`config.mk`:
```
export PLATFORM = sky130hd
export DESIGN_NAME = mst_out_q
export DESIGN_NICKNAME = d
export VERILOG_FILES = /design/src/mst_pkg.sv /design/src/mst_out_q.sv
export SDC_FILE = /design/constraint.sdc
export NUM_CORES = 1
export LEC_CHECK = 0
export ABC_AREA = 1
export BUFFER_PORTS_ARGS = -buffer_cell sky130_fd_sc_hd__buf_2
export CAP_MARGIN = 40
export CORE_ASPECT_RATIO = 0.6
export CORE_MARGIN = 2
export CORE_UTILIZATION = 52
export DETAILED_ROUTE_END_ITERATION = 7
export PLACE_DENSITY = 0.79
export SYNTH_ARGS = -nofsm -noshare
export SYNTH_HDL_FRONTEND = slang
export SYNTH_SLANG_ARGS = --single-unit
```
`constraint.sdc`:
```
create_clock -name clk -period 5.17 [get_ports clk]
set_input_delay 1.034 -clock clk [delete_from_list [all_inputs] [get_ports clk]]
set_output_delay 1.034 -clock clk [all_outputs]
set_load 0.02 [all_outputs]
```
`src/mst_pkg.sv`:
```
// mst_pkg: shared types and constants for the multi-slot timer table.
// Holds the request/response words, the slot entry layout and the codes.
// No dependencies.
package mst_pkg;

    localparam int TIME_BITS = 48;
    localparam int ID_BITS   = 32;
    localparam int KIND_BITS = 3;

    typedef enum logic [1:0] {
        OP_ADD    = 2'd0,
        OP_UPDATE = 2'd1,
        OP_REMOVE = 2'd2,
        OP_TICK   = 2'd3
    } opcode_t;

    typedef enum logic [KIND_BITS-1:0] {
        KIND_ADDED   = 3'd0,
        KIND_UPDATED = 3'd1,
        KIND_REMOVED = 3'd2,
        KIND_FIRED   = 3'd3,
        KIND_SUMMARY = 3'd4
    } kind_t;

    typedef enum logic [2:0] {
        ST_IDLE,
        ST_ADD,
        ST_SEARCH,
        ST_TICK,
        ST_FOLD,
        ST_SUMMARY
    } state_t;

    typedef struct packed {
        logic [1:0]           opcode;
        logic [TIME_BITS-1:0] now_time;
        logic [TIME_BITS-1:0] period;
        logic                 repeat_flag;
        logic                 enable_flag;
        logic [ID_BITS-1:0]   target_id;
    } req_t;

    typedef struct packed {
        logic [KIND_BITS-1:0] kind;
        logic [ID_BITS-1:0]   result_id;
        logic                 found;
        logic                 released;
        logic [TIME_BITS-1:0] next_deadline;
        logic                 deadline_valid;
        logic                 last;
    } rsp_t;

    typedef struct packed {
        logic [ID_BITS-1:0]   ident;
        logic [TIME_BITS-1:0] period;
        logic [TIME_BITS-1:0] deadline;
        logic                 repeats;
    } slot_t;

endpackage

```
`src/mst_out_q.sv`:
```
// mst_out_q: two-word result queue between the sequencer and the rsp channel.
// Depends on mst_pkg for the result word.
module mst_out_q (
    input  logic           clk,
    input  logic           rst_n,
    input  logic           push,
    input  mst_pkg::rsp_t  push_word,
    output logic           space,
    output logic           rsp_valid,
    input  logic           rsp_ready,
    output mst_pkg::rsp_t  rsp
);
    import mst_pkg::*;

    rsp_t       fifo_reg [2];
    logic       wr_ptr_reg, wr_ptr_next;
    logic       rd_ptr_reg, rd_ptr_next;
    logic [1:0] cnt_reg, cnt_next;
    logic       pop;

    assign space     = (cnt_reg != 2'd2);
    assign rsp_valid = (cnt_reg != 2'd0);
    assign rsp       = fifo_reg[rd_ptr_reg];
    assign pop       = rsp_valid & rsp_ready;

    always_comb
    begin
        wr_ptr_next = wr_ptr_reg ^ push;
        rd_ptr_next = rd_ptr_reg ^ pop;
        cnt_next    = cnt_reg + {1'b0, push} - {1'b0, pop};
    end

    always_ff @(posedge clk or negedge rst_n)
    begin
        if (!rst_n)
        begin
            wr_ptr_reg <= 1'b0;
            rd_ptr_reg <= 1'b0;
            cnt_reg    <= 2'd0;
        end
        else
        begin
            wr_ptr_reg <= wr_ptr_next;
            rd_ptr_reg <= rd_ptr_next;
            cnt_reg    <= cnt_next;
        end
    end

    always_ff @(posedge clk)
    begin
        if (push)
        begin
            fifo_reg[wr_ptr_reg] <= push_word;
        end
    end

endmodule

```
* After elaboration in Yosys (flattened, before gate mapping)
Memory sizes are Yosys's and may differ from the RTL's. Index checks and enable logic that the tools add are counted. W data, S select, Z words.
Storage, ports and cells: output and inout bits 89, input port bits 91, memory bits (writable) 174, logic and storage cells 13, register bits after elaboration 4, memories 1
Cells by class: equality and inequality tests 1, add/subtract/negate cells 2, mux-type cells 2, bitwise logic cells 3, reductions and logical operators 1
Memory list:
- fifo_reg | words 2, bits a word 87, rd ports 1, clocked after Yosys merged registers in 0, write ports 1, RTL line mst_out_q.sv:15 | rsp_t fifo_reg [2];
Operator list (count):
- $add A2 B1 Y2 | 1
- $mux W1 | 2
- $ne A2 B2 Y1 const B | 1
- $reduce_bool A2 Y1 | 1
- $sub A2 B1 Y2 | 1
- $xor A1 B1 Y1 | 2
- $and A1 B1 Y1 | 1

* Longest topological paths before layout
Gate-level depths: netlist of run 1.
word-level depth 3, depth in mapped cells 10, mapped depth without buffers 10

* Worst setup path before layout of run 1
Ideal clock, no wire load.
path kind input -> register, from input port push, to memory fifo_reg[0][0] (netlist name), enable pin, required time 4.714 ns, setup time 0.456 ns, stages 1, buffers on the path 0, data arrival time 3.108 ns, path slack 1.607 ns, cells stage by stage ha_1
On the way: longest elaborated chain between the ends 2
Ends and longest elaborated chain:
- from (decl) | RTL line mst_out_q.sv:6 | input logic push,
- $mux W1 | RTL line mst_out_q.sv:51 | if (push)
- $mux W1 (implied by the code) | RTL line mst_out_q.sv:53 | fifo_reg[wr_ptr_reg] <= push_word;
- to (decl) | RTL line mst_out_q.sv:15
No other way between the ends.

==> results of run 1 <==
[worst max-delay path: stages (launching register included)]
cell and delay (ns):
dfrtp_2 0.38, buf_4 0.72, nand2_1 0.10, nand2_1 0.14, buf_2 0.18
[synthesized netlist by cell type]
library cell	count
buf_6	4
edfxtp_1	174
inv_1	8
dfrtp_1	4
ha_1	4
buf_2	12
nand3_1	2
buf_4	3
nand2_1	271
inv_4	1
[cell families (layout without fill, tap and decap cells)]
group                    Yosys count  count (layout)  synth area share [%]
flip-flops                       178             178                 81.10
AND/OR/NAND/NOR                  273             273                 15.64
adder cells (fa/ha/maj)            4               4                0.7622
buffers and inverters             28             224                 2.496
[per-stage QoR]
| step | hold slack [ns] | setup WS [ns] | total power [W] | std cells |
|---|---|---|---|---|
| after floorplan | 0.5458 | 1.607 | 0.003154 | 483 |
| final | 0.4176 | 2.169 | 0.005013 | 844 |
| after global placement | 0.5600 | 2.400 | 0.003638 | 811 |
| after CTS | 0.4004 | 2.142 | 0.005062 | 844 |
| after global routing | 0.3980 | 1.984 | 0.005286 | 844 |
| after detailed placement | 0.5970 | 2.352 | 0.003699 | 812 |
[routing by layer]
layer,track usage (%),up-vias,share of wire (%)
met3,5.930,16,8.3
met5,0,-,0.10
met1,25.30,1872,43
met4,6.984,2,1.2
met2,30.11,159,47
li1,-,1994,-
[where the power goes]
part	leakage [nW]	internal, W	switching, W
Combinational	1.62	0.000465	0.00120
Sequential	1.68	0.00192	0.0000666
Clock	0.305	0.000825	0.000540
[path summary, 6_finish.rpt]
kind	start	to	slack [ns]	cells past startpoint
min in group clk	cnt_reg[1]$_DFF_PN0_	cnt_reg[1]$_DFF_PN0_	0.61	3
worst min-delay path	rst_n	cnt_reg[1]$_DFF_PN0_	0.42	1
worst max register to register	wr_ptr_reg$_DFF_PN0_	fifo_reg[0][9]$_DFFE_PP_	3.13	3
worst max-delay path	rd_ptr_reg$_DFF_PN0_	rsp[50]	2.17	4
worst min register to register	cnt_reg[1]$_DFF_PN0_	cnt_reg[1]$_DFF_PN0_	0.61	3
max in group asynchronous	rst_n	rd_ptr_reg$_DFF_PN0_	4.62	1
[final cells by class]
type / instances / share of cell area (%)
sequential: 178 / 64.62
multi-input combinational: 277 / 13.37
timing repair buffer: 183 / 11.38
clock buffer: 20 / 5.298
tap: 165 / 2.505
clock inverter: 12 / 2.383
inverter: 9 / 0.4402
==> out/qor.log, run 1 <==
qor: worst_setup_path.critPathLaunchType flop
qor: layout.utilization 67.68%
qor: floorplan.fp-row-count 31
qor: placement.gpl.final_weighted_congestion 0.7608
qor: floorplan.die_outline_area 13570 µm²
qor: layout.final_common_cell nand2_1
qor: layout.final_layout_size_suffix_gt1_share 31.81%
qor: layout.antenna_diodes 0
qor: global_routing.antenna_found_initial 1
qor: global_routing.grt_max_degree 89
qor: timing.setup_viol_count_final 0
qor: cts.cts_hold_repair.buffers 0
qor: synth.synthesis.nets 578
qor: status.status finished clean
qor: placement.place_area 7610 µm²
qor: synth.synth_seq_area_share 81.10%
qor: worst_setup_path.path_max_fanout 88
qor: cts.number_of_buffers_added_for_setup_after_cts 0
qor: global_routing.total_routing_resource_utilization_after_global_routing 19.11%
qor: synth.synth.lib_cells_used.distinct 10
qor: synth.yosysTopAreaCellShare 79.57%
qor: placement.place_hpwl 7831 µm
qor: cts.clkTransAtPathRegs 0.06 ns
qor: synth.postSynthRegisterBits 178
qor: timing.drv_slew 0
qor: drt.routed_wire_length_per_instance 14.77 µm
qor: drt.via_count 4043
qor: floorplan.top_level_ports 180
qor: global_routing.globalRouteOverflowTotal 0
qor: layout.largest_reg_flops 174
qor: synth.synth_instances 483
qor: timing.timing_hold_violations_final 0
qor: layout.multiInputGateArea 1102 µm²
qor: layout.final-seq-area 5326 µm²
qor: floorplan.floorplan.initialDensity 53.91%
qor: synth.synthDominantAreaCellType edfxtp_1
qor: floorplan.chipWidth 149.1 µm
qor: drt.ant_nets 0
qor: timing.tns 0 ns
qor: worst_setup_path.worst_ep_required_time 4.14 ns
qor: drt.routed_via_density 4.790
qor: power_and_ir_drop.vdd.ir_drop.worst 0.3096 mV
qor: layout.final_nets 761
qor: layout.fillers 874
qor: synth.synthesis.area_per_instance 13.59 µm²
qor: cts.tritoncts_num_sinks 178
qor: cts.insertion_delay 0.42 ns
qor: timing.skew 0.01116 ns
qor: timing.rsz0062_at_grt no
qor: synth.yosys_warnings 0
qor: worst_setup_path.timing.setup.critical_path_class reg2out
qor: placement.count_of_buffers_from_port_buffering 179
qor: timing.max_slew.worst_pin.slew 0.9110 ns
qor: cts.cts_tree done
qor: global_routing.grt_first_pass_wirelength 19520 µm
qor: cts.cts_buffers 17
qor: cts.total_of_cells_resized_after_clock_tree_synthesis 0
qor: layout.final_design_area_no_fill 8243 µm²
qor: worst_setup_path.worstPathArrival 1.97 ns
qor: timing.max_clock_freq 0.3332 GHz
qor: layout.most-common-layout-cells nand2_1 (271), buf_2 (179), edfxtp_1 (174), clkbuf_16 (17), inv_1 (8)
qor: flow_run.drv.max_cap_violation_count 0
qor: cts.cts-root-to-sink-buffers 2
qor: worst_setup_path.timing.critical_path.to_type output port
qor: drt.routed_wirelength 12470 µm
qor: layout.area_growth 25.53%
qor: timing.slew-limit-headroom 39.27%
qor: worst_hold_path.hold_class in2async
qor: drt.drtIter0Drc 244
qor: drt.drcViolationCount 0
qor: drt.detail_route.first_pass.iterations 5
qor: cts.cts_root_buf clkbuf_16
qor: timing.fin_crit_sh 58.04%
qor: cts.htree_num_levels 4
qor: timing.fin_crit 3.001 ns
qor: synth.synth.top_cells.by_area edfxtp_1 (80%), nand2_1 (15%), dfrtp_1 (1.5%), buf_2 (0.91%), ha_1 (0.76%)
qor: global_routing.number_of_global_route_vias_before_repair 3969
qor: power_and_ir_drop.power_leakage 3.600 nW
qor: floorplan.core 12180 µm²
qor: power_and_ir_drop.pwr_dens 608.1 nW/µm²
qor: floorplan.floorplan.die.height 91.05 µm
qor: synth.synth_area 6566 µm²
Note: power is estimated with default switching activity, not from simulation.
==> run 2: changes to the inputs <==
--- a/config.mk
+++ b/config.mk
@@ -10,9 +10,9 @@
 export CAP_MARGIN = 40
 export CORE_ASPECT_RATIO = 0.6
 export CORE_MARGIN = 2
-export CORE_UTILIZATION = 52
+export CORE_UTILIZATION = 47
 export DETAILED_ROUTE_END_ITERATION = 7
-export PLACE_DENSITY = 0.79
+export PLACE_DENSITY = 0.76
 export SYNTH_ARGS = -nofsm -noshare
 export SYNTH_HDL_FRONTEND = slang
 export SYNTH_SLANG_ARGS = --single-unit
==> constraint.sdc (replaced) <==
create_clock -name clk -period 2.4 [get_ports clk]
set_input_delay 0.48 -clock clk [delete_from_list [all_inputs] [get_ports clk]]
set_output_delay 0.48 -clock clk [all_outputs]
set_load 0.02 [all_outputs]
==> run 2 against run 1 <==
Net effect:
- power is 120% higher
- worst hold slack worse by 0.17 ns
- flip-flop and latch count stayed put
- clock-buffer cell count is 2 lower
- design area is 2.0% higher
- cell count is 4.0% higher
- critical path type unchanged
- largest cell class unchanged
- largest power group unchanged
==> out/qor.log, run 2 (same netlist as run 1, synthesis figures left out) <==
qor: floorplan.fp-row-count 33 [+6.5%]
qor: layout.final_common_cell nand2_1
qor: cts.htree_num_levels 4 [unchanged]
qor: floorplan.floorplan.initialDensity 48.05% [-5.9 points]
qor: cts.number_of_buffers_added_for_setup_after_cts 0 [unchanged]
qor: timing.fin_crit_sh 93.57%
qor: worst_setup_path.critical_path_buf_inv_count 3 [+1]
qor: floorplan.top_level_ports 180 [unchanged]
qor: layout.final_nets 766 [+0.66%]
qor: cts.cts-root-to-sink-buffers 2 [unchanged]
qor: cts.tritoncts_num_sinks 178 [unchanged]
qor: layout.area_growth 28.09%
qor: power_and_ir_drop.power 0.01104 W [+120%]
qor: timing.rsz0062_at_grt no
qor: global_routing.grt_first_pass_wirelength 20610 µm [+5.6%]
qor: placement.placed_cells_incl_taps 843 [+3.8%]
qor: worst_setup_path.worstPathArrival 1.77 ns [-0.20 ns]
qor: drt.detailroute.wirelength.met3 1108 µm [+7.6%]
qor: flow_run.drv.max_cap_violation_count 0 [unchanged]
qor: worst_setup_path.worst_ep_required_time 1.92 ns [-2.22 ns]
qor: global_routing.globalRouteOverflowTotal 0 [unchanged]
qor: global_routing.antenna_found_initial 2 [+1]
qor: drt.met2_length 6239 µm [+6.0%]
qor: timing.drv_slew 0 [unchanged]
qor: timing.timing_hold_violations_final 0 [unchanged]
qor: timing.max_slew.worst_pin.slew 0.4517 ns [-0.4593 ns]
qor: worst_setup_path.critical-path-max-stage-delay 0.60 ns [-0.12 ns]
qor: drt.routed_via_density 4.706 [-1.8%]
qor: drt.route.layer.met1.wl 5791 µm [+7.4%]
qor: floorplan.chipWidth 156.6 µm [+5.0%]
qor: drt.routed_wirelength 13340 µm [+7.0%]
qor: worst_setup_path.critPathSlowestCell dfrtp_4
qor: drt.ant_nets 0 [unchanged]
qor: global_routing.grt_max_degree 70 [-21%]
qor: power_and_ir_drop.vdd.ir_drop.worst 0.5696 mV [+84%]
qor: timing.tns 0 ns [unchanged]
qor: timing.skew 0.01299 ns [+0.001834 ns]
qor: layout.most-common-layout-cells nand2_1 (271), buf_2 (179), edfxtp_1 (174), clkbuf_16 (17), inv_1 (8)
qor: worst_setup_path.timing.critical_path.to_type output port
qor: worst_setup_path.critPathLaunchType flop
qor: timing.hold_slack 0.2475 ns [-0.1702 ns]
qor: placement.count_of_buffers_from_port_buffering 179 [unchanged]
qor: timing.max_clock_freq 0.4453 GHz
qor: drt.via_count 4132 [+2.2%]
qor: layout.largest_reg_flops 174 [unchanged]
qor: drt.drcViolationCount 0 [unchanged]
qor: drt.routed_wire_length_per_instance 15.20 µm [+2.9%]
qor: cts.cts_buffers 17 [unchanged]
qor: worst_setup_path.timing.setup.critical_path_class reg2out
qor: cts.cts_root_buf clkbuf_16
qor: floorplan.core 13670 µm² [+12%]
qor: status.status finished clean
qor: timing.setup_viol_count_final 0 [unchanged]
qor: worst_setup_path.timing.critical_path.max_delay_family flip-flops
qor: timing.fin_crit 2.246 ns
qor: layout.utilization 61.54% [-6.1 points]
qor: worst_setup_path.crit_chain inv_8, buf_4, nand2_1, nand2_1, buf_2
qor: power_and_ir_drop.pwr_dens 1312 nW/µm² [+120%]
qor: drt.drtIter0Drc 242 [-0.82%]
qor: global_routing.total_routing_resource_utilization_after_global_routing 18.60% [-0.51 points]
qor: layout.instances_no_fill 878 [+4.0%]
qor: layout.fillers 1061 [+21%]
qor: timing.slew-limit-headroom 69.89% [+31 points]
qor: cts.clkTransAtPathRegs 0.07 ns [about the same]
qor: cts.cts_tree done
qor: global_routing.number_of_global_route_vias_before_repair 4202 [+5.9%]
qor: drt.detail_route.first_pass.iterations 4 [-1]
qor: worst_setup_path.path_max_fanout 21 [-76%]
qor: floorplan.floorplan.die.height 95.56 µm [+5.0%]
qor: power_and_ir_drop.power_leakage 3.660 nW [+1.7%]
qor: layout.final_layout_size_suffix_gt1_share 32.31% [+0.50 points]
qor: cts.insertion_delay 0.42 ns [about the same]
qor: worst_hold_path.hold_class in2reg
qor: placement.gpl.final_weighted_congestion 0.7857 [+3.3%]
qor: placement.place_hpwl 8810 µm [+12%]
qor: drt.top_signal_layer_used met5
qor: worst_setup_path.path_common_cell nand2_1
qor: floorplan.die_outline_area 14960 µm² [+10%]
## run 2: cell types whose count changed in the layout (fill, tap and decap cells not counted), sizes merged
| cell | delta |
|---|---|
| buf | +4 |
| bufinv | +1 |
| clkbuf | -2 |
| clkinv | +2 |
| clkinvlp | -1 |
| diode | +2 |
| dlygate4sd3 | +1 |
## run 2: worst paths after layout
check / startpoint / endpoint / slack, ns / depth (start not counted)
setup / recovery: rd_ptr_reg$_DFF_PN0_ / rsp[27] / 0.15 / 5
hold / removal: push_word[74] / fifo_reg[1][74]$_DFFE_PP_ / 0.25 / 1
setup reg to reg: cnt_reg[1]$_DFF_PN0_ / cnt_reg[1]$_DFF_PN0_ / 0.90 / 10
hold reg to reg: cnt_reg[1]$_DFF_PN0_ / cnt_reg[1]$_DFF_PN0_ / 0.64 / 3
max in group asynchronous: rst_n / rd_ptr_reg$_DFF_PN0_ / 1.87 / 2
min in group asynchronous: rst_n / rd_ptr_reg$_DFF_PN0_ / 0.40 / 2
## run 2: metal layers
metal	GRT usage, %	up-vias
met5	0	-
li1	-	2005
met4	6.651	2
met3	6.500	23
met1	23.40	1957
met2	30.36	145
## run 2: final cells by class
type | instances | area (µm²) | area share, %
flip-flops and latches | 178 | 5329 | 63.36
multi-input cells | 277 | 1102 | 13.11
repair buffers | 188 | 1041 | 12.38
clock buffers | 18 | 429.2 | 5.103
well taps | 192 | 240.2 | 2.856
clock inverters | 14 | 222.7 | 2.648
inverters | 9 | 41.29 | 0.4909
diodes | 2 | 5.005 | 0.05951
## run 2: power by group
group	total [W]	leakage, nW	switching (W)	internal (W)
clock	0.00302	0.319	0.00115	0.00187
sequential	0.00433	1.68	0.000208	0.00413
combinational	0.00368	1.66	0.00258	0.00110
total	0.0110	3.66	0.00394	0.00710
## run 2: through the flow
step	setup slack [ns]	instance area (µm²)
after global routing	0.007657	8406
after detailed placement	0.4678	7736
after CTS	0.01598	8398
after global placement	0.5267	7736
after floorplan	0.3290	6571
final	0.1542	8411
## run 2: repair_timing
action / CTS / global route
hold buffers: 1 / 0
endpoints found under the hold margin: 4 / 0
gates resized for setup: 0 / 3
endpoints found under the setup margin: 0 / 30
