--- config.mk ---
export PLATFORM = sky130hd
export DESIGN_NAME = mst_ctrl
export DESIGN_NICKNAME = d
export VERILOG_FILES = /design/src/mst_pkg.sv /design/src/mst_ctrl.sv
export SDC_FILE = /design/constraint.sdc
export NUM_CORES = 1
export LEC_CHECK = 0
export ABC_AREA = 0
export BUFFER_PORTS_ARGS = -buffer_cell sky130_fd_sc_hd__buf_4
export CAP_MARGIN = 0
export CORE_ASPECT_RATIO = 1.75
export CORE_MARGIN = 3
export CORE_UTILIZATION = 35
export CTS_BUF_LIST = sky130_fd_sc_hd__clkbuf_8
export DETAILED_ROUTE_END_ITERATION = 10
export PLACE_DENSITY_LB_ADDON = 0.2
export SETUP_SLACK_MARGIN = 0.15
export SYNTH_ARGS = -nofsm -noshare
export SYNTH_HDL_FRONTEND = slang
export SYNTH_SLANG_ARGS = --single-unit
export TNS_END_PERCENT = 10
--- constraint.sdc ---
create_clock -name clk -period 13.8 [get_ports clk]
set_clock_uncertainty 0.2 [all_clocks]
set_input_delay 2.76 -clock clk [delete_from_list [all_inputs] [get_ports clk]]
set_output_delay 2.76 -clock clk [all_outputs]
set_load 0.01 [all_outputs]
--- src/mst_pkg.sv ---
// mst_pkg: shared types and constants for the multi-slot timer table.
// Holds the request/response words, the slot entry layout and the codes.
// No dependencies.
package mst_pkg;

    localparam int TIME_BITS = 48;
    localparam int ID_BITS   = 32;
    localparam int KIND_BITS = 3;

    typedef enum logic [1:0] {
        OP_ADD    = 2'd0,
        OP_UPDATE = 2'd1,
        OP_REMOVE = 2'd2,
        OP_TICK   = 2'd3
    } opcode_t;

    typedef enum logic [KIND_BITS-1:0] {
        KIND_ADDED   = 3'd0,
        KIND_UPDATED = 3'd1,
        KIND_REMOVED = 3'd2,
        KIND_FIRED   = 3'd3,
        KIND_SUMMARY = 3'd4
    } kind_t;

    typedef enum logic [2:0] {
        ST_IDLE,
        ST_ADD,
        ST_SEARCH,
        ST_TICK,
        ST_FOLD,
        ST_SUMMARY
    } state_t;

    typedef struct packed {
        logic [1:0]           opcode;
        logic [TIME_BITS-1:0] now_time;
        logic [TIME_BITS-1:0] period;
        logic                 repeat_flag;
        logic                 enable_flag;
        logic [ID_BITS-1:0]   target_id;
    } req_t;

    typedef struct packed {
        logic [KIND_BITS-1:0] kind;
        logic [ID_BITS-1:0]   result_id;
        logic                 found;
        logic                 released;
        logic [TIME_BITS-1:0] next_deadline;
        logic                 deadline_valid;
        logic                 last;
    } rsp_t;

    typedef struct packed {
        logic [ID_BITS-1:0]   ident;
        logic [TIME_BITS-1:0] period;
        logic [TIME_BITS-1:0] deadline;
        logic                 repeats;
    } slot_t;

endpackage

--- src/mst_ctrl.sv ---
// mst_ctrl: read-modify-write sequencer; one slot per cycle unless the queue is full.
// Depends on mst_pkg; drives mst_slot_ram and feeds mst_out_q.
module mst_ctrl #(
    parameter int TIMER_SLOTS = 32
) (
    input  logic                 clk,
    input  logic                 rst_n,
    input  logic                 req_valid,
    output logic                 req_ready,
    input  mst_pkg::req_t        req,
    output logic                 mem_we,
    output logic [(TIMER_SLOTS > 1 ? $clog2(TIMER_SLOTS) : 1)-1:0] mem_waddr,
    output mst_pkg::slot_t       mem_wdata,
    output logic                 mem_re,
    output logic [(TIMER_SLOTS > 1 ? $clog2(TIMER_SLOTS) : 1)-1:0] mem_raddr,
    input  mst_pkg::slot_t       mem_rdata,
    output logic                 push,
    output mst_pkg::rsp_t        push_word,
    input  logic                 space
);
    import mst_pkg::*;

    localparam int ADDR_W = (TIMER_SLOTS > 1) ? $clog2(TIMER_SLOTS) : 1;
    localparam int CNT_W  = $clog2(TIMER_SLOTS + 1);

    function automatic logic [TIME_BITS-1:0] sat_add(
        input logic [TIME_BITS-1:0] a,
        input logic [TIME_BITS-1:0] b
    );
        logic [TIME_BITS:0] s;
        s = {1'b0, a} + {1'b0, b};
        return s[TIME_BITS] ? {TIME_BITS{1'b1}} : s[TIME_BITS-1:0];
    endfunction

    state_t                 state_reg, state_next;
    req_t                   req_reg, req_next;
    logic [CNT_W-1:0]       idx_reg, idx_next;
    logic [ID_BITS-1:0]     id_ctr_reg, id_ctr_next;
    logic [TIMER_SLOTS-1:0] used_reg, used_next;
    logic [TIMER_SLOTS-1:0] en_reg, en_next;
    logic [TIME_BITS-1:0]   soonest_reg, soonest_next;
    logic                   have_reg, have_next;
    logic [TIME_BITS-1:0]   cand_reg, cand_next;
    logic                   cand_vld_reg, cand_vld_next;

    slot_t                  cur;
    logic [ADDR_W-1:0]      addr;
    logic                   is_last;
    logic                   used_i, en_i, act, fire, match, is_update;
    logic [TIME_BITS-1:0]   sum_sat;
    logic [ID_BITS-1:0]     id_inc;

    assign cur       = mem_rdata;
    assign addr      = idx_reg[ADDR_W-1:0];
    assign is_last   = (idx_reg == CNT_W'(TIMER_SLOTS - 1));
    assign used_i    = used_reg[addr];
    assign en_i      = en_reg[addr];
    assign act       = used_i & en_i;
    assign fire      = act & (cur.deadline <= req_reg.now_time);
    assign match     = used_i & (cur.ident == req_reg.target_id) & (req_reg.target_id != '0);
    assign is_update = (req_reg.opcode == OP_UPDATE);
    assign sum_sat   = sat_add(req_reg.now_time,
                               (state_reg == ST_TICK) ? cur.period : req_reg.period);
    assign id_inc    = id_ctr_reg + 1'b1;

    // next state
    always_comb
    begin
        state_next = state_reg;
        case (state_reg)
            ST_IDLE:
            begin
                if (req_valid)
                begin
                    case (req.opcode)
                        OP_ADD:    state_next = ST_ADD;
                        OP_UPDATE: state_next = ST_SEARCH;
                        OP_REMOVE: state_next = ST_SEARCH;
                        default:   state_next = ST_TICK;
                    endcase
                end
            end
            ST_ADD:
            begin
                if ((!used_i || is_last) && space)
                    state_next = ST_IDLE;
            end
            ST_SEARCH:
            begin
                if ((match || is_last) && space)
                    state_next = ST_IDLE;
            end
            ST_TICK:
            begin
                if ((!fire || space) && is_last)
                    state_next = ST_FOLD;
            end
            ST_FOLD:
            begin
                state_next = ST_SUMMARY;
            end
            ST_SUMMARY:
            begin
                if (space)
                    state_next = ST_IDLE;
            end
            default:
            begin
                state_next = ST_IDLE;
            end
        endcase
    end

    // outputs
    always_comb
    begin
        req_ready = 1'b0;
        mem_re    = 1'b0;
        mem_raddr = ADDR_W'(idx_reg + 1'b1);
        mem_we    = 1'b0;
        mem_waddr = addr;
        mem_wdata = cur;
        push      = 1'b0;
        push_word = '0;
        case (state_reg)
            ST_IDLE:
            begin
                req_ready = 1'b1;
                mem_re    = 1'b1;
                mem_raddr = '0;
            end
            ST_ADD:
            begin
                mem_wdata.ident    = id_ctr_reg;
                mem_wdata.period   = req_reg.period;
                mem_wdata.deadline = sum_sat;
                mem_wdata.repeats  = req_reg.repeat_flag;
                if (!used_i || is_last)
                begin
                    push                = space;
                    push_word.kind      = KIND_ADDED;
                    push_word.result_id = used_i ? '0 : id_ctr_reg;
                    push_word.last      = 1'b1;
                    mem_we              = space & !used_i;
                end
            end
            ST_SEARCH:
            begin
                mem_wdata.period   = req_reg.period;
                mem_wdata.deadline = sum_sat;
                if (match || is_last)
                begin
                    push                = space;
                    push_word.kind      = is_update ? KIND_UPDATED : KIND_REMOVED;
                    push_word.result_id = req_reg.target_id;
                    push_word.found     = match;
                    push_word.last      = 1'b1;
                    mem_we              = space & match & is_update;
                end
                else
                begin
                    mem_re = 1'b1;
                end
            end
            ST_TICK:
            begin
                mem_wdata.deadline = sum_sat;
                if (fire)
                begin
                    push                = space;
                    push_word.kind      = KIND_FIRED;
                    push_word.result_id = cur.ident;
                    push_word.released  = !cur.repeats;
                    mem_we              = space & cur.repeats;
                end
                mem_re = (!fire || space) && !is_last;
            end
            ST_SUMMARY:
            begin
                push                     = space;
                push_word.kind           = KIND_SUMMARY;
                push_word.next_deadline  = have_reg ? soonest_reg : '0;
                push_word.deadline_valid = have_reg;
                push_word.last           = 1'b1;
            end
            default:
            begin
                push = 1'b0;
            end
        endcase
    end

    // request capture, slot index, slot flags, id counter, earliest-deadline tracking
    always_comb
    begin
        req_next      = req_reg;
        idx_next      = idx_reg;
        id_ctr_next   = id_ctr_reg;
        used_next     = used_reg;
        en_next       = en_reg;
        soonest_next  = soonest_reg;
        have_next     = have_reg;
        cand_next     = cand_reg;
        cand_vld_next = 1'b0;
        if (cand_vld_reg && (!have_reg || cand_reg < soonest_reg))
        begin
            soonest_next = cand_reg;
            have_next    = 1'b1;
        end
        case (state_reg)
            ST_IDLE:
            begin
                if (req_valid)
                begin
                    req_next  = req;
                    idx_next  = '0;
                    have_next = 1'b0;
                end
            end
            ST_ADD:
            begin
                if (!used_i)
                begin
                    if (space)
                    begin
                        used_next[addr] = 1'b1;
                        en_next[addr]   = 1'b1;
                        id_ctr_next     = (id_inc == '0) ? ID_BITS'(1) : id_inc;
                    end
                end
                else if (!is_last)
                begin
                    idx_next = idx_reg + 1'b1;
                end
            end
            ST_SEARCH:
            begin
                if (match)
                begin
                    if (space)
                    begin
                        if (is_update)
                        begin
                            en_next[addr] = req_reg.enable_flag;
                        end
                        else
                        begin
                            used_next[addr] = 1'b0;
                            en_next[addr]   = 1'b0;
                        end
                    end
                end
                else if (!is_last)
                begin
                    idx_next = idx_reg + 1'b1;
                end
            end
            ST_TICK:
            begin
                if (!fire || space)
                begin
                    idx_next = idx_reg + 1'b1;
                    if (fire && !cur.repeats)
                    begin
                        used_next[addr] = 1'b0;
                        en_next[addr]   = 1'b0;
                    end
                    cand_vld_next = act & (!fire | cur.repeats);
                    cand_next     = fire ? sum_sat : cur.deadline;
                end
            end
            default:
            begin
                idx_next = idx_reg;
            end
        endcase
    end

    always_ff @(posedge clk or negedge rst_n)
    begin
        if (!rst_n)
        begin
            state_reg    <= ST_IDLE;
            idx_reg      <= '0;
            id_ctr_reg   <= ID_BITS'(1);
            used_reg     <= '0;
            en_reg       <= '0;
            have_reg     <= 1'b0;
            cand_vld_reg <= 1'b0;
        end
        else
        begin
            state_reg    <= state_next;
            idx_reg      <= idx_next;
            id_ctr_reg   <= id_ctr_next;
            used_reg     <= used_next;
            en_reg       <= en_next;
            have_reg     <= have_next;
            cand_vld_reg <= cand_vld_next;
        end
    end

    always_ff @(posedge clk)
    begin
        req_reg     <= req_next;
        soonest_reg <= soonest_next;
        cand_reg    <= cand_next;
    end

endmodule

# Word-level counts from Yosys, hierarchy flattened
# Cells that the tools add are included.
# Widths: inputs -> output; s select.
word_totals:
  regBits: 335
  word_cells: 170
  out_inout_bits: 230
  input_bits: 265
classes:
  reduce_logical: 32
  addsub: 3
  bitwise: 16
  order_cmp: 4
  n_eq_ne: 24
  mux: 76
op_table:
  columns: ["cell", "n"]
  rows:
  - ["$mux 32", 18]
  - ["$mux 48", 6]
  - ["$pmux 32 s3", 3]
  - ["$and 32x32->32", 2]
  - ["$or 32x32->32", 2]
  - ["$add 48x48->49", 1]
  - ["$mux 49", 1]
  - ["$le 48x48->1", 1]
  - ["$lt 48x48->1", 1]
  - ["$mux 35", 1]
  - ["$mux 34", 1]
  - ["$add 32x1->32 const B", 1]
  - ["$bwmux 32", 1]
  - ["$eq 32x32->1", 1]
  - ["$logic_not 32->1", 1]
  - ["$not 32->32", 1]
  - ["$reduce_bool 32->1", 1]
  - ["$mux 6", 5]
  - ["$pmux 6 s4", 1]
  - ["$mux 1", 22]
  - ["$ne 2x2->1 const B", 11]
  - ["$pmux 3 s6", 1]
  - ["$mux 3", 5]
  - ["$pmux 3 s4", 1]
  - ["other kinds (34)", 66]

# Depth between registers and ports, before layout
logic_depth:
  depth_word: 10
  depth_mapped: 19

# Least setup slack after synthesis
# OpenSTA, ideal clock, no wires.
synth_path:
  kind: "input -> output"
  start: "input mem_rdata[49] (netlist name)"
  end: "output mem_wdata[26] (netlist name)"
  arrival_time_ns: 5.624
  path_stages: 14
  setup_slack_ns: 5.216
  path_buffers: 1
  cell_sequence: "mux2_2 ha_1 inv_1 fa_1 nor2b_1 o2111ai_1 a21oi_1 o311ai_1 a2111oi_0 nor3_1 o21ai_1 clkbuf_1 nor2_1 o21ai_0"
synth_rtl:
  columns: ["element", "line_no", "text"]
  rows:
  - ["start: declaration", "mst_ctrl.sv:16", "input mst_pkg::slot_t mem_rdata,"]
  - ["end: declaration", "mst_ctrl.sv:13", "output mst_pkg::slot_t mem_wdata,"]

==> reports/qor.log <==
qor: status.result_of_the_run finished clean
qor: yosys.synth-edff-count 228
qor: cells_and_area.layout.filler_cells 6021
qor: clock_network.clockRootBuffer sky130_fd_sc_hd__clkbuf_8
qor: critical_path.worst_setup_path_startpoint mem_rdata[53]
qor: cells_and_area.final_cell_area 27600 um^2
qor: detailed_routing.drt_first_iter_violations 1298
qor: yosys.synth.top_cells.by_count sky130_fd_sc_hd__edfxtp_1, sky130_fd_sc_hd__mux2_2, sky130_fd_sc_hd__inv_1
qor: clock_network.cts_tree yes
qor: die.ioPinCount 495
qor: yosys.post_synth_instance_area 22200 um^2
qor: critical_path.r2r-start state_reg[1]$_DFFE_PN0P_
qor: run.drv.max_cap_violation_count 0
qor: critical_path.critical_path_class in2out
qor: sta.slew_headroom 25.2%
qor: yosys.synth.largest_area_cell sky130_fd_sc_hd__edfxtp_1
qor: grt.gr-usage-all-layers 24.0%
qor: pwr.vdd_drop_max 0.000104 V
qor: yosys.synth_cell_type_count 79
qor: yosys.post_synth.cell_area_avg 10.1 um^2
qor: pwr.power.density 188 nW/um^2
qor: yosys.synth_ff_type sky130_fd_sc_hd__edfxtp_1
qor: detailed_routing.wl 82600 um
qor: critical_path.cp_data_arrival_time 7.12 ns
qor: critical_path.critPathCaptureType output port
qor: sta.tns 0 ns
qor: die.initial_utilization 35.5%
qor: critical_path.critical_path_buf_inv_count 3
qor: hold_path.min_from cand_reg[3]$_DFFE_PP_
qor: critical_path.critical_path.cell_chain buf_4 -> mux2_2 -> ha_1 -> a21o_1 -> a21oi_1 -> a21oi_1 -> o311ai_1 -> a2111oi_0 -> nor3_1 -> o21ai_2 -> buf_4 -> nor2_1 -> a21oi_1 -> buf_4
qor: yosys.syn_nets 2622
qor: detailed_routing.number_of_vias_per_cell_after_detailed_routing 5.51
qor: placement.globalplace.congestion 0.930
qor: critical_path.slowest_delay 0.85 ns
qor: detailed_routing.remaining_drc_errors 0
qor: critical_path.cp_slowest_cell sky130_fd_sc_hd__o311ai_1
qor: placement.portBuffers 494
qor: die.fp.dieArea 66600 um^2
qor: clock_network.cts_setup_buffers 0
qor: die.rows 121
qor: yosys.syn_inst 2207
qor: sta.maxSlewViolCount 0
qor: critical_path.cpLargestDelayFamily compound AO/OA/AOI/OAI gates
qor: yosys.synth_seq_area_share 42.9%
qor: sta.tightestPinTransition 1.12 ns
qor: detailed_routing.wl_per_cell 23.7 um
qor: yosys.synth_warnings 0
qor: grt.grt_pass1_wl 123000 um
qor: cells_and_area.final-instance-count-excl-fill 3492
qor: clock_network.cts_buffer_depth 3
qor: clock_network.hold_bufs_at_cts 0
qor: yosys.yosys_register_bits 335
qor: cells_and_area.largest_register_ffs 132
qor: clock_network.path_clk_slew 0.07 ns
qor: yosys.netlist.area_leader.share 30.8%
qor: grt.gr-usage-met2 43.6%
qor: grt.global_route.usage.met3 4.95%
qor: clock_network.htreeDepth 2
qor: detailed_routing.first_pass_iters 8
qor: detailed_routing.ant_nets 0
qor: grt.antenna_found_initial 4
qor: cells_and_area.area_growth 24.5%
qor: placement.hpwl 65300 um
qor: grt.busiest_layer met2
qor: placement.placement.setup.worst_slack 3.71 ns
qor: clock_network.cts_repair_resize_count 0
qor: die.floorplan.core_area 62500 um^2
qor: critical_path.cp_max_fo 33
qor: critical_path.start_kind input pin
qor: hold_path.hp-class reg2reg
qor: sta.timing.final.setup_violations 0
qor: grt.vias_in_the_first_global_route 20.2k
qor: clock_network.tritoncts.num_buffers 55
qor: clock_network.cts.sink_count 335
qor: grt.global_route.overflow_total 0
qor: sta.max_freq 99.2 MHz
qor: sta.post-route-min-period 10.08 ns
qor: grt.grt_max_degree 83
qor: placement.place_inst 3387
qor: die.die_height 339 um
qor: sta.setup_repair_after_global_routing_missed_its_margin false
qor: clock_network.clk-insertion-delay-late 0.68 ns
qor: yosys.postSynth.asyncResetShare 31.9%
qor: yosys.yosys-top-cells-area sky130_fd_sc_hd__edfxtp_1, sky130_fd_sc_hd__dfrtp_1, sky130_fd_sc_hd__mux2_2
qor: die.die-width 196 um
qor: sta.setup_ws 3.72 ns
qor: detailed_routing.dr_total_vias 19.2k
qor: cells_and_area.layout_cells_sized_above_1 29.3%
qor: sta.finalHoldViolations 0
qor: cells_and_area.layout.nets 3060
qor: critical_path.worst-endpoint-required 10.84 ns
qor: grt.gr-usage-met1 27.0%
qor: placement.postPlaceCellArea 26500 um^2
qor: yosys.synthMostInstantiatedCell sky130_fd_sc_hd__edfxtp_1
qor: critical_path.r2r_slack 7.12 ns
qor: sta.part_of_the_cycle_the_worst_path_needs 73.1%
qor: pwr.static_leakage_power 12.2 nW
==> path summary, 6_finish.rpt <==
kind                                         endpoint  cells past startpoint
setup / recovery                        mem_wdata[35]                     14
hold / removal               soonest_reg[3]$_DFFE_PP_                      0
setup reg to reg               cand_reg[32]$_DFFE_PP_                     15
hold reg to reg              soonest_reg[3]$_DFFE_PP_                      0
max in group asynchronous  id_ctr_reg[10]$_DFFE_PN0P_                      2
min in group asynchronous                   async pin                      1
==> through the flow <==
step	power [W]	hold WS, ns	utilization [%]
4_1_cts	0.00524	0.249	44.2
2_1_floorplan	0.00316	0.217	-
5_1_grt	0.00552	0.252	44.2
6_report	0.00520	0.247	44.2
3_3_place_gp	0.00429	0.225	42.4
3_5_place_dp	0.00431	0.232	42.4
==> power breakdown <==
group	leakage (nW)	switching (W)	total, W	internal [W]
Combinational	8.03	0.00173	0.00284	0.00111
Sequential	3.52	0.000149	0.00147	0.00132
Clock	0.606	0.000442	0.000900	0.000458
Total	12.2	0.00232	0.00520	0.00288
==> metal layers <==
| metal | wire length [um] | part of all wire (%) |
|---|---|---|
| met5 | 0 | 0 |
| met4 | 3880 | 4.7 |
| met3 | 5550 | 6.7 |
| met2 | 42500 | 51 |
| met1 | 30600 | 37 |
==> layout make-up <==
| class | instances | area (um^2) | area share (%) |
|---|---|---|---|
| Inverter | 161 | 609 | 2.21 |
| Timing Repair Buffer | 512 | 3840 | 13.9 |
| Sequential cell | 335 | 9530 | 34.5 |
| Multi-Input combinational cell | 1580 | 11500 | 41.8 |
| Antenna cell | 4 | 10.0 | 0.0362 |
| Tap cell | 799 | 1000 | 3.62 |
| Clock inverter | 45 | 319 | 1.16 |
| Clock buffer | 56 | 771 | 2.79 |
==> kinds of logic after synthesis <==
logic type               synth area share, %
AND/OR/NAND/NOR                         13.8
AO/OA/AOI/OAI                           14.7
flip-flops                              42.9
buffers and inverters                   5.36
multiplexers                            10.3
adder cells (fa/ha/maj)                 8.49
XOR/XNOR                                4.46
==> cells in the final DEF, fill, tap and decap left out, types with 26 or more instances in the layout <==
cell type,n
sky130_fd_sc_hd__and2_1,59
sky130_fd_sc_hd__xnor2_1,88
sky130_fd_sc_hd__nand4_1,69
sky130_fd_sc_hd__a21o_1,64
sky130_fd_sc_hd__a222oi_1,32
sky130_fd_sc_hd__nand3_1,85
sky130_fd_sc_hd__mux2_2,166
sky130_fd_sc_hd__nand2_1,153
sky130_fd_sc_hd__clkbuf_8,56
sky130_fd_sc_hd__dfrtp_1,105
sky130_fd_sc_hd__inv_1,170
sky130_fd_sc_hd__mux2i_1,30
sky130_fd_sc_hd__a21oi_1,101
sky130_fd_sc_hd__nor2_1,137
sky130_fd_sc_hd__a31oi_1,26
sky130_fd_sc_hd__edfxtp_1,228
sky130_fd_sc_hd__o21ai_0,127
sky130_fd_sc_hd__ha_1,149
sky130_fd_sc_hd__nor3_1,33
sky130_fd_sc_hd__buf_4,512
(Power assumes the default switching activity.)
